### config.mk
export PLATFORM = sky130hd
export DESIGN_NAME = three_level_priority_queue
export DESIGN_NICKNAME = d
export VERILOG_FILES = /design/src/hw/rtl/tlpq_pkg.sv /design/src/hw/rtl/tlpq_ram.sv /design/src/hw/rtl/three_level_priority_queue.sv
export VERILOG_INCLUDE_DIRS = /design/src /design/src/hw/rtl
export SDC_FILE = /design/constraint.sdc
export NUM_CORES = 1
export LEC_CHECK = 0
export BUFFER_PORTS_ARGS = -buffer_cell sky130_fd_sc_hd__buf_2
export CAP_MARGIN = 10
export CORE_UTILIZATION = 30
export CTS_CLUSTER_DIAMETER = 200
export DETAILED_ROUTE_END_ITERATION = 12
export PLACE_DENSITY = 0.5
export SETUP_SLACK_MARGIN = 0.05
export SYNTH_ARGS = -nofsm -noshare
export SYNTH_HDL_FRONTEND = slang
export SYNTH_HIERARCHICAL = 1
export SYNTH_SLANG_ARGS = --single-unit
### constraint.sdc
create_clock -name clk -period 5.2 [get_ports clk]
set_input_delay 0.26 -clock clk [delete_from_list [all_inputs] [get_ports clk]]
set_output_delay 0.26 -clock clk [all_outputs]
set_load 0.02 [all_outputs]
### src/hw/rtl/assert_macros.svh
// Assertion macros shared by the RTL of the priority queue block.
// Expects clk and rst_n in the scope of the module that uses them.
`ifndef ASSERT_MACROS_SVH
`define ASSERT_MACROS_SVH

// Same-cycle implication, disabled during reset.
`define ASSERT_IMPL(lbl, ante, cons, msg) \
  lbl: assert property (@(posedge clk) disable iff (!rst_n) (ante) |-> (cons)) else $error(msg);

// Next-cycle implication, disabled during reset.
`define ASSERT_NEXT(lbl, ante, cons, msg) \
  lbl: assert property (@(posedge clk) disable iff (!rst_n) (ante) |=> (cons)) else $error(msg);

`endif

### src/hw/rtl/tlpq_pkg.sv
// Types and constants of the three-level priority queue.
// No dependencies.
`default_nettype none

package tlpq_pkg;

  localparam int ID_W  = 16;
  localparam int PRI_W = 2;

  // Priority codes
  localparam logic [PRI_W-1:0] PRI_NONE = 2'd0;
  localparam logic [PRI_W-1:0] PRI_HIGH = 2'd1;
  localparam logic [PRI_W-1:0] PRI_MID  = 2'd2;
  localparam logic [PRI_W-1:0] PRI_LOW  = 2'd3;

  // Operation codes
  localparam logic OP_INSERT = 1'b0;
  localparam logic OP_REMOVE = 1'b1;

  typedef struct packed {
    logic [ID_W-1:0]  id;
    logic [PRI_W-1:0] pri;
  } slot_t;

endpackage

`default_nettype wire

### src/hw/rtl/tlpq_ram.sv
// Generic simple dual-port RAM: one write port, one read port, registered read.
// No dependencies.
`default_nettype none

module tlpq_ram #(
  parameter int WIDTH = 18,
  parameter int DEPTH = 32
) (
  input  wire                      clk,
  input  wire                      wr_en,
  input  wire  [$clog2(DEPTH)-1:0] wr_addr,
  input  wire  [WIDTH-1:0]         wr_data,
  input  wire                      rd_en,
  input  wire  [$clog2(DEPTH)-1:0] rd_addr,
  output logic [WIDTH-1:0]         rd_data
);

  logic [WIDTH-1:0] mem [DEPTH];

  always_ff @(posedge clk) begin
    if (wr_en) begin
      mem[wr_addr] <= wr_data;
    end
    if (rd_en) begin
      rd_data <= mem[rd_addr];
    end
  end

endmodule

`default_nettype wire

### src/hw/rtl/three_level_priority_queue.sv
// Three-level priority queue, FIFO within a level; lists the queue after each op.
// Busy while it works a command word: slot RAM reads go first to the shift pass,
// then to the listing. One result per cycle on out_valid, the last in the first
// idle cycle; a new command word is taken only while idle. Receiver cannot stall.
// Sync reset (rst_n low) clears the count, sequencer and out_valid; slot RAM is not
// cleared. Needs tlpq_pkg, tlpq_ram, assert_macros.svh.
`default_nettype none
`include "assert_macros.svh"

module three_level_priority_queue #(
  parameter int DEPTH = 32
) (
  input  wire                          clk,
  input  wire                          rst_n,
  // command side
  input  wire                          start,
  output logic                         busy,
  input  wire                          in_kind,
  input  wire  [tlpq_pkg::ID_W-1:0]    in_entry_id,
  input  wire  [tlpq_pkg::PRI_W-1:0]   in_priority_req,
  // result side
  output logic                         out_valid,
  output logic [tlpq_pkg::ID_W-1:0]    out_id,
  output logic [tlpq_pkg::PRI_W-1:0]   out_priority,
  output logic                         out_last,
  output logic                         out_queue_empty,
  output logic                         out_refused
);

  localparam int AW     = $clog2(DEPTH);
  localparam int CW     = $clog2(DEPTH + 1);
  localparam int SLOT_W = $bits(tlpq_pkg::slot_t);

  // Sequencer states
  localparam logic [2:0] ST_IDLE  = 3'd0; // wait for a command word
  localparam logic [2:0] ST_INS   = 3'd1; // backward scan, shift tail up by one
  localparam logic [2:0] ST_PLACE = 3'd2; // new entry goes to the head
  localparam logic [2:0] ST_REM   = 3'd3; // forward scan, shift tail down after match
  localparam logic [2:0] ST_LREAD = 3'd4; // issue first listing read, or the empty word if none held
  localparam logic [2:0] ST_LIST  = 3'd5; // one result word per cycle

  logic [2:0]                 state_r, state_nxt;
  logic [CW-1:0]              cnt_r, cnt_nxt;       // entries held
  logic [AW-1:0]              pidx_r, pidx_nxt;     // index of the word on rd_data
  logic [tlpq_pkg::ID_W-1:0]  id_r, id_nxt;
  logic [tlpq_pkg::PRI_W-1:0] pri_r, pri_nxt;
  logic                       found_r, found_nxt;
  logic                       refused_r, refused_nxt;

  logic                       out_valid_r, out_valid_nxt;
  tlpq_pkg::slot_t            out_slot_r, out_slot_nxt;
  logic                       out_last_r, out_last_nxt;
  logic                       out_empty_r, out_empty_nxt;
  logic                       out_refused_r, out_refused_nxt;

  // slot RAM port controls
  logic                       wr_en;
  logic [AW-1:0]              wr_addr;
  tlpq_pkg::slot_t            wr_slot;
  logic                       rd_en;
  logic [AW-1:0]              rd_addr;
  logic [SLOT_W-1:0]          rd_q;
  tlpq_pkg::slot_t            rd_slot;

  logic                       accept;
  logic [tlpq_pkg::PRI_W-1:0] req_pri;   // priority 0 and 3 both mean lowest
  logic                       at_tail;   // rd_data holds the last valid slot
  logic                       id_hit;

  // terms for the checks
  logic                       is_full;
  logic                       full_ins;
  logic                       in_listing;
  logic                       empty_word_ok;

  assign accept  = start && (state_r == ST_IDLE);
  assign busy    = (state_r != ST_IDLE);
  assign rd_slot = tlpq_pkg::slot_t'(rd_q);
  assign req_pri = ((in_priority_req == tlpq_pkg::PRI_HIGH) ||
                    (in_priority_req == tlpq_pkg::PRI_MID)) ? in_priority_req
                                                             : tlpq_pkg::PRI_LOW;
  assign at_tail = (CW'(pidx_r) == (cnt_r - CW'(1)));
  assign id_hit  = (rd_slot.id == id_r);

  tlpq_ram #(
    .WIDTH (SLOT_W),
    .DEPTH (DEPTH)
  ) u_slots (
    .clk     (clk),
    .wr_en   (wr_en),
    .wr_addr (wr_addr),
    .wr_data (wr_slot),
    .rd_en   (rd_en),
    .rd_addr (rd_addr),
    .rd_data (rd_q)
  );

  always_comb begin
    state_nxt       = state_r;
    cnt_nxt         = cnt_r;
    pidx_nxt        = pidx_r;
    id_nxt          = id_r;
    pri_nxt         = pri_r;
    found_nxt       = found_r;
    refused_nxt     = refused_r;
    out_valid_nxt   = 1'b0;
    out_slot_nxt    = out_slot_r;
    out_last_nxt    = out_last_r;
    out_empty_nxt   = out_empty_r;
    out_refused_nxt = out_refused_r;
    wr_en           = 1'b0;
    wr_addr         = '0;
    wr_slot         = rd_slot;
    rd_en           = 1'b0;
    rd_addr         = '0;

    unique case (state_r)
      ST_IDLE: begin
        if (accept) begin
          id_nxt      = in_entry_id;
          pri_nxt     = req_pri;
          found_nxt   = 1'b0;
          refused_nxt = 1'b0;
          if (in_kind == tlpq_pkg::OP_INSERT) begin
            if (cnt_r == CW'(DEPTH)) begin
              refused_nxt = 1'b1;
              state_nxt   = ST_LREAD;
            end else if (cnt_r == '0) begin
              // empty queue: new entry is the head
              wr_en      = 1'b1;
              wr_addr    = '0;
              wr_slot.id  = in_entry_id;
              wr_slot.pri = req_pri;
              cnt_nxt    = CW'(1);
              state_nxt  = ST_LREAD;
            end else begin
              rd_en     = 1'b1;
              rd_addr   = AW'(cnt_r - CW'(1));
              pidx_nxt  = AW'(cnt_r - CW'(1));
              state_nxt = ST_INS;
            end
          end else begin
            if (cnt_r == '0) begin
              state_nxt = ST_LREAD;
            end else begin
              rd_en     = 1'b1;
              rd_addr   = '0;
              pidx_nxt  = '0;
              state_nxt = ST_REM;
            end
          end
        end
      end

      ST_INS: begin
        wr_en   = 1'b1;
        wr_addr = pidx_r + AW'(1);
        if (rd_slot.pri > pri_r) begin
          // less urgent entry moves up one slot
          wr_slot = rd_slot;
          if (pidx_r == '0) begin
            state_nxt = ST_PLACE;
          end else begin
            rd_en     = 1'b1;
            rd_addr   = pidx_r - AW'(1);
            pidx_nxt  = pidx_r - AW'(1);
          end
        end else begin
          wr_slot.id  = id_r;
          wr_slot.pri = pri_r;
          cnt_nxt     = cnt_r + CW'(1);
          state_nxt   = ST_LREAD;
        end
      end

      ST_PLACE: begin
        wr_en       = 1'b1;
        wr_addr     = '0;
        wr_slot.id  = id_r;
        wr_slot.pri = pri_r;
        cnt_nxt     = cnt_r + CW'(1);
        state_nxt   = ST_LREAD;
      end

      ST_REM: begin
        if (found_r) begin
          // close the gap left by the removed entry
          wr_en   = 1'b1;
          wr_addr = pidx_r - AW'(1);
          wr_slot = rd_slot;
        end else if (id_hit) begin
          found_nxt = 1'b1;
        end
        if (at_tail) begin
          if (found_r || id_hit) begin
            cnt_nxt = cnt_r - CW'(1);
          end
          state_nxt = ST_LREAD;
        end else begin
          rd_en    = 1'b1;
          rd_addr  = pidx_r + AW'(1);
          pidx_nxt = pidx_r + AW'(1);
        end
      end

      ST_LREAD: begin
        if (cnt_r == '0) begin
          out_valid_nxt    = 1'b1;
          out_slot_nxt.id  = '0;
          out_slot_nxt.pri = tlpq_pkg::PRI_NONE;
          out_last_nxt     = 1'b1;
          out_empty_nxt    = 1'b1;
          out_refused_nxt  = refused_r;
          state_nxt        = ST_IDLE;
        end else begin
          rd_en     = 1'b1;
          rd_addr   = '0;
          pidx_nxt  = '0;
          state_nxt = ST_LIST;
        end
      end

      ST_LIST: begin
        out_valid_nxt   = 1'b1;
        out_slot_nxt    = rd_slot;
        out_last_nxt    = at_tail;
        out_empty_nxt   = 1'b0;
        out_refused_nxt = refused_r;
        if (at_tail) begin
          state_nxt = ST_IDLE;
        end else begin
          rd_en    = 1'b1;
          rd_addr  = pidx_r + AW'(1);
          pidx_nxt = pidx_r + AW'(1);
        end
      end

      default: begin
        state_nxt = ST_IDLE;
      end
    endcase
  end

  // control state
  always_ff @(posedge clk) begin
    if (!rst_n) begin
      state_r     <= ST_IDLE;
      cnt_r       <= '0;
      out_valid_r <= 1'b0;
    end else begin
      state_r     <= state_nxt;
      cnt_r       <= cnt_nxt;
      out_valid_r <= out_valid_nxt;
    end
  end

  // working and result payload, no reset needed
  always_ff @(posedge clk) begin
    pidx_r        <= pidx_nxt;
    id_r          <= id_nxt;
    pri_r         <= pri_nxt;
    found_r       <= found_nxt;
    refused_r     <= refused_nxt;
    out_slot_r    <= out_slot_nxt;
    out_last_r    <= out_last_nxt;
    out_empty_r   <= out_empty_nxt;
    out_refused_r <= out_refused_nxt;
  end

  assign out_valid       = out_valid_r;
  assign out_id          = out_slot_r.id;
  assign out_priority    = out_slot_r.pri;
  assign out_last        = out_last_r;
  assign out_queue_empty = out_empty_r;
  assign out_refused     = out_refused_r;

  // checks
  assign is_full       = (cnt_r == CW'(DEPTH));
  assign full_ins      = accept && (in_kind == tlpq_pkg::OP_INSERT) && is_full;
  assign in_listing    = (state_r == ST_LREAD) || (state_r == ST_LIST);
  assign empty_word_ok = out_last && (out_priority == tlpq_pkg::PRI_NONE);

  `ASSERT_IMPL(a_cnt_max, 1'b1, cnt_r <= CW'(DEPTH), "entry count above depth")
  `ASSERT_IMPL(a_no_wr_list, in_listing, !wr_en, "slot write during listing")
  `ASSERT_NEXT(a_refuse_full, full_ins, refused_r && is_full, "full insert not refused")
  `ASSERT_IMPL(a_empty_word, out_valid && out_queue_empty, empty_word_ok, "bad empty word")

endmodule

`default_nettype wire
# Word-level counts from Yosys, hierarchy flattened
# Memories as Yosys holds them, arrays and structs flattened. A register that Yosys moved wholly into a read port is not among the register bits.
# Cells that the tools add are included.
dict set report classes {
  n_addsub 4
  n_mul 0
  div_mod_pow 0
  magnitude_cmp 1
  n_eq_ne 25
  shifts 0
  mux 74
  n_bitwise 0
  reduce_logical 19
}
# op count
set op_table {}
lappend op_table {{2-to-1 mux 18 bit} 6}
lappend op_table {{2-to-1 mux 5 bit} 16}
lappend op_table {{one-hot mux 18 bit (3 select lines)} 1}
lappend op_table {{2-to-1 mux 6 bit} 7}
lappend op_table {{one-hot mux 18 bit (2 select lines)} 1}
lappend op_table {{2-to-1 mux 3 bit} 10}
lappend op_table {{one-hot mux 6 bit (4 select lines)} 1}
lappend op_table {{!= test 2 bit, second input constant} 11}
lappend op_table {{2-to-1 mux 1 bit} 20}
lappend op_table {{one-hot mux 5 bit (4 select lines)} 1}
lappend op_table {{one-hot mux 3 bit (6 select lines)} 1}
lappend op_table {{equality test 16 bit} 1}
lappend op_table {{one-hot mux 5 bit (3 select lines)} 1}
lappend op_table {{one-hot mux 1 bit (2 select lines)} 5}
lappend op_table {{one-hot mux 5 bit (2 select lines)} 1}
lappend op_table {{!= test 3 bit, second input constant} 3}
lappend op_table {{AND reduction 8 bit} 1}
lappend op_table {{nonzero test 4 bit} 2}
lappend op_table {{AND reduction 7 bit} 1}
lappend op_table {{adder 6 x 1 -> 6 bit, second input constant} 1}
lappend op_table {{equality test 3 x 2 -> 1 bit, second input constant} 2}
lappend op_table {{equality test 3 bit, second input constant} 2}
lappend op_table {{equality test 5 x 6 -> 1 bit} 1}
lappend op_table {{equality test 6 bit, second input constant} 1}
lappend op_table {{other kinds (21)} 26}
dict set report word_totals {
  register_bits 56
  latch_bits 0
  mem_bits_rw 576
  rom_bits 0
  out_inout_bits 23
  word_cells 137
  memories 1
}
# memory depth word_bits read_ports rd_ports_with_merged_regs write_ports line_no
set memory_table {}
lappend memory_table {u_slots.mem 32 18 1 1 1 tlpq_ram.sv:18} ;# logic [WIDTH-1:0] mem [DEPTH];

# Longest topological paths before layout
dict set report depth {
  depth_word 8
  depth_mapped 19
}

# Cells and area by module
# Netlist, hierarchy kept.
# mod instances cells_per_inst area_per_inst_um2 seq_area_each_um2
set modules_own_cells {}
lappend modules_own_cells {tlpq_ram 1 1278 23231.0 17837.1}
lappend modules_own_cells {three_level_priority_queue 1 410 3791.1 1581.5}

# Least setup slack after synthesis
# No wires, ideal clock.
dict set report synth_path {
  path_type {reg2reg}
  from {register cnt_r[0]}
  to {memory u_slots.mem[28][0], enable pin}
  setup_time_ns 0.393
  t_arrival_ns 3.735
  t_required_ns 4.807
  slack_ns 1.072
  path_stages_with_launch 14
  path_buffers 5
  path_cell_list {dfxtp_1 > clkbuf_1 > inv_1 > ha_1 > buf_4 > or3b_1 > buf_2 > or3_4 > nor3_4 > clkbuf_1 > or2_2 > or3b_2 > clkbuf_1 > nor2_1}
}
dict set report synth_between {
  elab_chain_cells 8
  elab_cells_between_ends 9
  cone_classes {eq/ne: 1; mux: 7; reduce/logical: 1}
}
# item line_no
set synth_lines {}
lappend synth_lines {{start: declaration} three_level_priority_queue.sv:43} ;# logic [CW-1:0] cnt_r, cnt_nxt;
lappend synth_lines {{start signal: assignment} three_level_priority_queue.sv:252} ;# cnt_r <= cnt_nxt;
lappend synth_lines {{logical NOT 6 bit} three_level_priority_queue.sv:128} ;# end else if (cnt_r == '0) begin
lappend synth_lines {{2-to-1 mux 1 bit} three_level_priority_queue.sv:128}
lappend synth_lines {{2-to-1 mux 1 bit *} three_level_priority_queue.sv:125} ;# if (cnt_r == CW'(DEPTH)) begin
lappend synth_lines {{2-to-1 mux 1 bit *} three_level_priority_queue.sv:124} ;# if (in_kind == tlpq_pkg::OP_INSERT) begin
lappend synth_lines {{2-to-1 mux 1 bit *} three_level_priority_queue.sv:119} ;# if (accept) begin
lappend synth_lines {{one-hot mux 1 bit (3 select lines) *} three_level_priority_queue.sv:117} ;# unique case (state_r)
lappend synth_lines {{net wr_en} three_level_priority_queue.sv:57} ;# logic wr_en;
lappend synth_lines {{2-to-1 mux 1 bit *} tlpq_ram.sv:21} ;# if (wr_en) begin
lappend synth_lines {{2-to-1 mux 1 bit (implied by the code) *} tlpq_ram.sv:22} ;# mem[wr_addr] <= wr_data;
lappend synth_lines {{end: declaration} tlpq_ram.sv:18}
# The timed path passes the listed nets; every way through them passes the cells marked *.

# Final worst setup path
dict set report layout_path {
  from {register cnt_r[1]}
  to {register u_slots.rd_data[10] (read register of u_slots.mem), data pin}
}
dict set report layout_between {
  elab_chain_cells 6
  elab_cells_between_ends 16
  cone_classes {add/sub: 1; eq/ne: 2; mux: 12; reduce/logical: 1}
}
# item line_no
set layout_lines {}
lappend layout_lines {{subtractor 6 x 1 -> 6 bit or logical NOT 6 bit (tied branches)} {three_level_priority_queue.sv:82, three_level_priority_queue.sv:128}}
lappend layout_lines {{2-to-1 mux 5 bit} three_level_priority_queue.sv:128}
lappend layout_lines {{2-to-1 mux 5 bit} three_level_priority_queue.sv:125}
lappend layout_lines {{2-to-1 mux 5 bit} three_level_priority_queue.sv:124}
lappend layout_lines {{2-to-1 mux 5 bit} three_level_priority_queue.sv:119}
lappend layout_lines {{one-hot mux 5 bit (3 select lines) *} three_level_priority_queue.sv:117}
lappend layout_lines {{net rd_addr[2]} three_level_priority_queue.sv:61} ;# logic [AW-1:0] rd_addr;
lappend layout_lines {{end: declaration} tlpq_ram.sv:15} ;# output logic [WIDTH-1:0] rd_data
# Marks and branches as above.
# A chain may end at the register's enable or synchronous reset.

==> run_results.csv <==
group,metric,value,unit
cts,numClockSinks,650,
pwr,seqPwrFrac,0.401,
setup_path,path_class,"reg2reg",
drt,ant_nets,0,
placement,dp_hpwl,43140,um
drt,drt_iter0_markers,1302,
global_routing,grt_max_degree,87,
pwr,internal-power,12.95,mW
placement,place_ws,0.7170,ns
job,drv_cap,0,
yosys,ys_types,69,
drt,wl_per_cell,22.97,um
placement,numPortBuffers,44,
timing,setup_viol,0,
pwr,peakVddDrop,0.0003143,V
pwr,power_switching,7.356,mW
yosys,yosysWarnings,6,
yosys,async_reset_ff_frac,0,
timing,fin_setup_tns,0,ns
setup_path,crit_arrival,4.89,ns
floorplan,dieHeight,302.1,um
timing,worstMarginPinSlew,1.095,ns
final_layout,seq_area,19420,sq um
yosys,syn_avg_cell_area,16.01,sq um
timing,drv_slew,0,
yosys,ys_top_cells_by_area,"edfxtp_1 71%, mux2i_1 11%, a22oi_1 2.1%",
final_layout,finalNonFillerCells,3023,
cts,cts-resized-gates,0,
cts,cts_tree,"yes",
final_layout,fillers,8331,
drt,drt-total-wl,69450,um
placement,gp_congestion,0.8651,
global_routing,grt_pass1_vias,15440,
floorplan,start_util,0.3044,
placement,dp.cells,2874,
timing,slew_headroom,0.2623,
yosys,synth_seq_area_share,0.7186,
setup_path,required,5.53,ns
setup_path,critPathLaunch,"cnt_r[1]$_SDFFE_PN0P_",
pwr,leakagePower,9.844,nW
global_routing,grt_overflow,0,
pwr,combPwrFrac,0.348,
timing,max_freq,219.3,MHz
global_routing,grt_use_total,0.1529,
timing,rsz0062_at_grt,"false",
min_path,min_from,"start",
setup_path,rr_startpoint,"cnt_r[1]$_SDFFE_PN0P_",
final_layout,nets,1832,
global_routing,antenna_found_initial,2,
cts,cts_made_buffers,72,
drt,drcViolationCount,0,
min_path,hp-class,"in2reg",
yosys,synth_top_flop_cell,"edfxtp_1",
yosys,netlist_instances,1688,
final_layout,diodes,0,
timing,clock_skew,0.02357,ns
yosys,synth_area_leader_cell,"edfxtp_1",
timing,timing_hold_violations_final,0,
drt,via_per_inst,5.054,
floorplan,core_area,88780,sq um
floorplan,io_pins,45,
yosys,ys_ff_latch,650,
cts,clk_latency,0.61,ns
pwr,switching_share,0.3623,
drt,drt_first_pass_iters,5,
global_routing,grt_pass1_wl,103200,um
final_layout,synthToLayoutAreaGrowth,16.43,%
timing,min_period,4.561,ns
setup_path,path_max_fanout,31,
timing,fin_ws,0.6392,ns
pwr,p_clk_frac,0.251,
cts,h-tree-depth,3,
floorplan,core.rowCount,109,
floorplan,die_area,91280,sq um
cts,post-cts-setup-buffers,0,
pwr,p_per_area,645.4,nW/um^2
floorplan,die_w,302.1,um
cts,clockBufferDepth,3,
pwr,total_power,20.30,mW
status,run_status,"completed",
yosys,syn_area,27020,sq um
setup_path,start_kind,"flop",
final_layout,drive_gt1_frac,0.1588,
yosys,synth_nets,1717,
cts,ctsRootBufferMaster,"clkbuf_16",
yosys,synth_top_cell_area_share,0.7112,
final_layout,multi_input_area,6953,sq um
yosys,synth-edff-count,640,
drt,vias,15280,
timing,period_share,0.8771,
setup_path,crit_path_end_kind,"flop",
cts,clk_pin_slew_worst_paths,0.06,ns
-- cells in the final DEF, fill, tap and decap left out, types with 10 or more instances in the layout --
cell and n:
nand3_1 50, nor3_2 10, dfxtp_1 10, nor2_2 30, and3_1 18, clkbuf_1 16
nor2_1 29, nand4_1 20, buf_4 75, inv_1 31, mux2i_1 289, a222oi_1 16
o21ai_0 16, edfxtp_1 640, a22o_1 38, a21oi_1 56, buf_2 44, clkbuf_16 75
a31oi_1 22, clkinv_2 15, clkinv_1 13, nand2_1 68, a22oi_1 77, dlygate4sd3_1 20
nor3_1 17, xor2_1 22
-- kinds of logic (layout without fill, tap and decap cells) --
group           count (synthesis)  in the layout  synth area share
flops                         650            650            0.7186
mux                           289            289            0.1071
simple gates                  289            289           0.05519
compound gates                284            284           0.07645
buf+inv                       139            309           0.02973
xor+xnor                       30             30          0.009723
fa+ha+maj                       7              7          0.003241
-- layer usage --
metal | wire length (um) | GRT usage
met5 | 0 | 0
met4 | 1231 | 0.03956
met3 | 3533 | 0.02708
met2 | 32390 | 0.2438
met1 | 32290 | 0.2148
-- path summary, 6_finish.rpt --
path,depth (start not counted),slack [ns],endpoint
setup / recovery,14,0.64,u_slots/rd_data[10]$_DFFE_PP_
hold / removal,3,0.10,state_r[0]$_SDFFE_PN0P_
setup reg to reg,14,0.64,u_slots/rd_data[10]$_DFFE_PP_
hold reg to reg,0,0.43,out_refused$_DFFE_PP_
-- power groups by stage --
stage	sequential (mW)	clock, mW	combinational, mW
2_1_floorplan	8.10	0	4.39
3_3_place_gp	8.23	0	6.92
3_5_place_dp	8.24	0	7.06
4_1_cts	8.14	5.20	7.09
5_1_grt	8.19	5.40	7.63
6_report	8.15	5.09	7.07
-- Yosys cell counts, types with 4 or more instances --
library cell    n
buf_6          23
xnor2_1         8
inv_1          31
o221ai_1        8
a31oi_1        22
a21oi_1        56
o211ai_1        7
mux2i_1       289
nand4_1        20
edfxtp_1      640
xor2_1         22
o21ai_0        18
a221oi_1        5
nor2_1         59
nor4_1          4
and3_1         18
buf_4           9
nor2b_1         6
a22o_1         38
nor3_1         17
nor3_2         10
nand3b_1        6
buf_1           6
a22oi_1        77
ha_1            7
nand2_1        68
a211oi_1        5
o22ai_1         5
dfxtp_1        10
and2_1          4
nand2b_1        8
clkbuf_1       32
nand3_1        50
buf_2          32
a222oi_1       16
-- worst max-delay path: stages, from the launching register on --
cell     delay [ns]
dfxtp_1        0.43
inv_1          0.09
ha_1           0.29
or3b_1         0.38
nor2b_1        0.11
a22oi_1        0.40
o21ai_1        0.23
o221a_2        0.28
o22ai_1        0.59
and2_2         0.44
buf_12         0.25
a22o_1         0.18
nor3_1         0.05
a31oi_1        0.42
nand3_1        0.11
-- state kept, by name (all words and copies together) (netlist names), 3 cells and up --
name             flops
pidx_r               5
u_slots/mem        576
cnt_r                6
state_r              3
u_slots/rd_data     18
out_id              16
id_r                16
-- repair_timing --
item | CTS | global route
endpoints found under the setup margin | 0 | 0
hold buffers | 20 | 0
endpoints found under the hold margin | 19 | 0
-- area by class of cell --
class                           count  area share
Clock buffer                       91     0.06156
Clock inverter                     38     0.01360
Inverter                           33    0.003937
Multi-Input combinational cell    899      0.2210
Sequential cell                   650      0.6172
Tap cell                         1165     0.04633
Timing Repair Buffer              147     0.03635
-- stage by stage --
step / cell area [sq um] / hold WS, ns / util
CTS: 31460 / 0.05814 / 0.3544
finish: 31460 / 0.1018 / 0.3544
floorplan: 27020 / 0.3589 / -
global placement: 28900 / 0.4134 / 0.3255
detailed placement: 28900 / 0.4233 / 0.3255
global route: 31460 / 0.1115 / 0.3544
(Power assumes the default switching activity.)
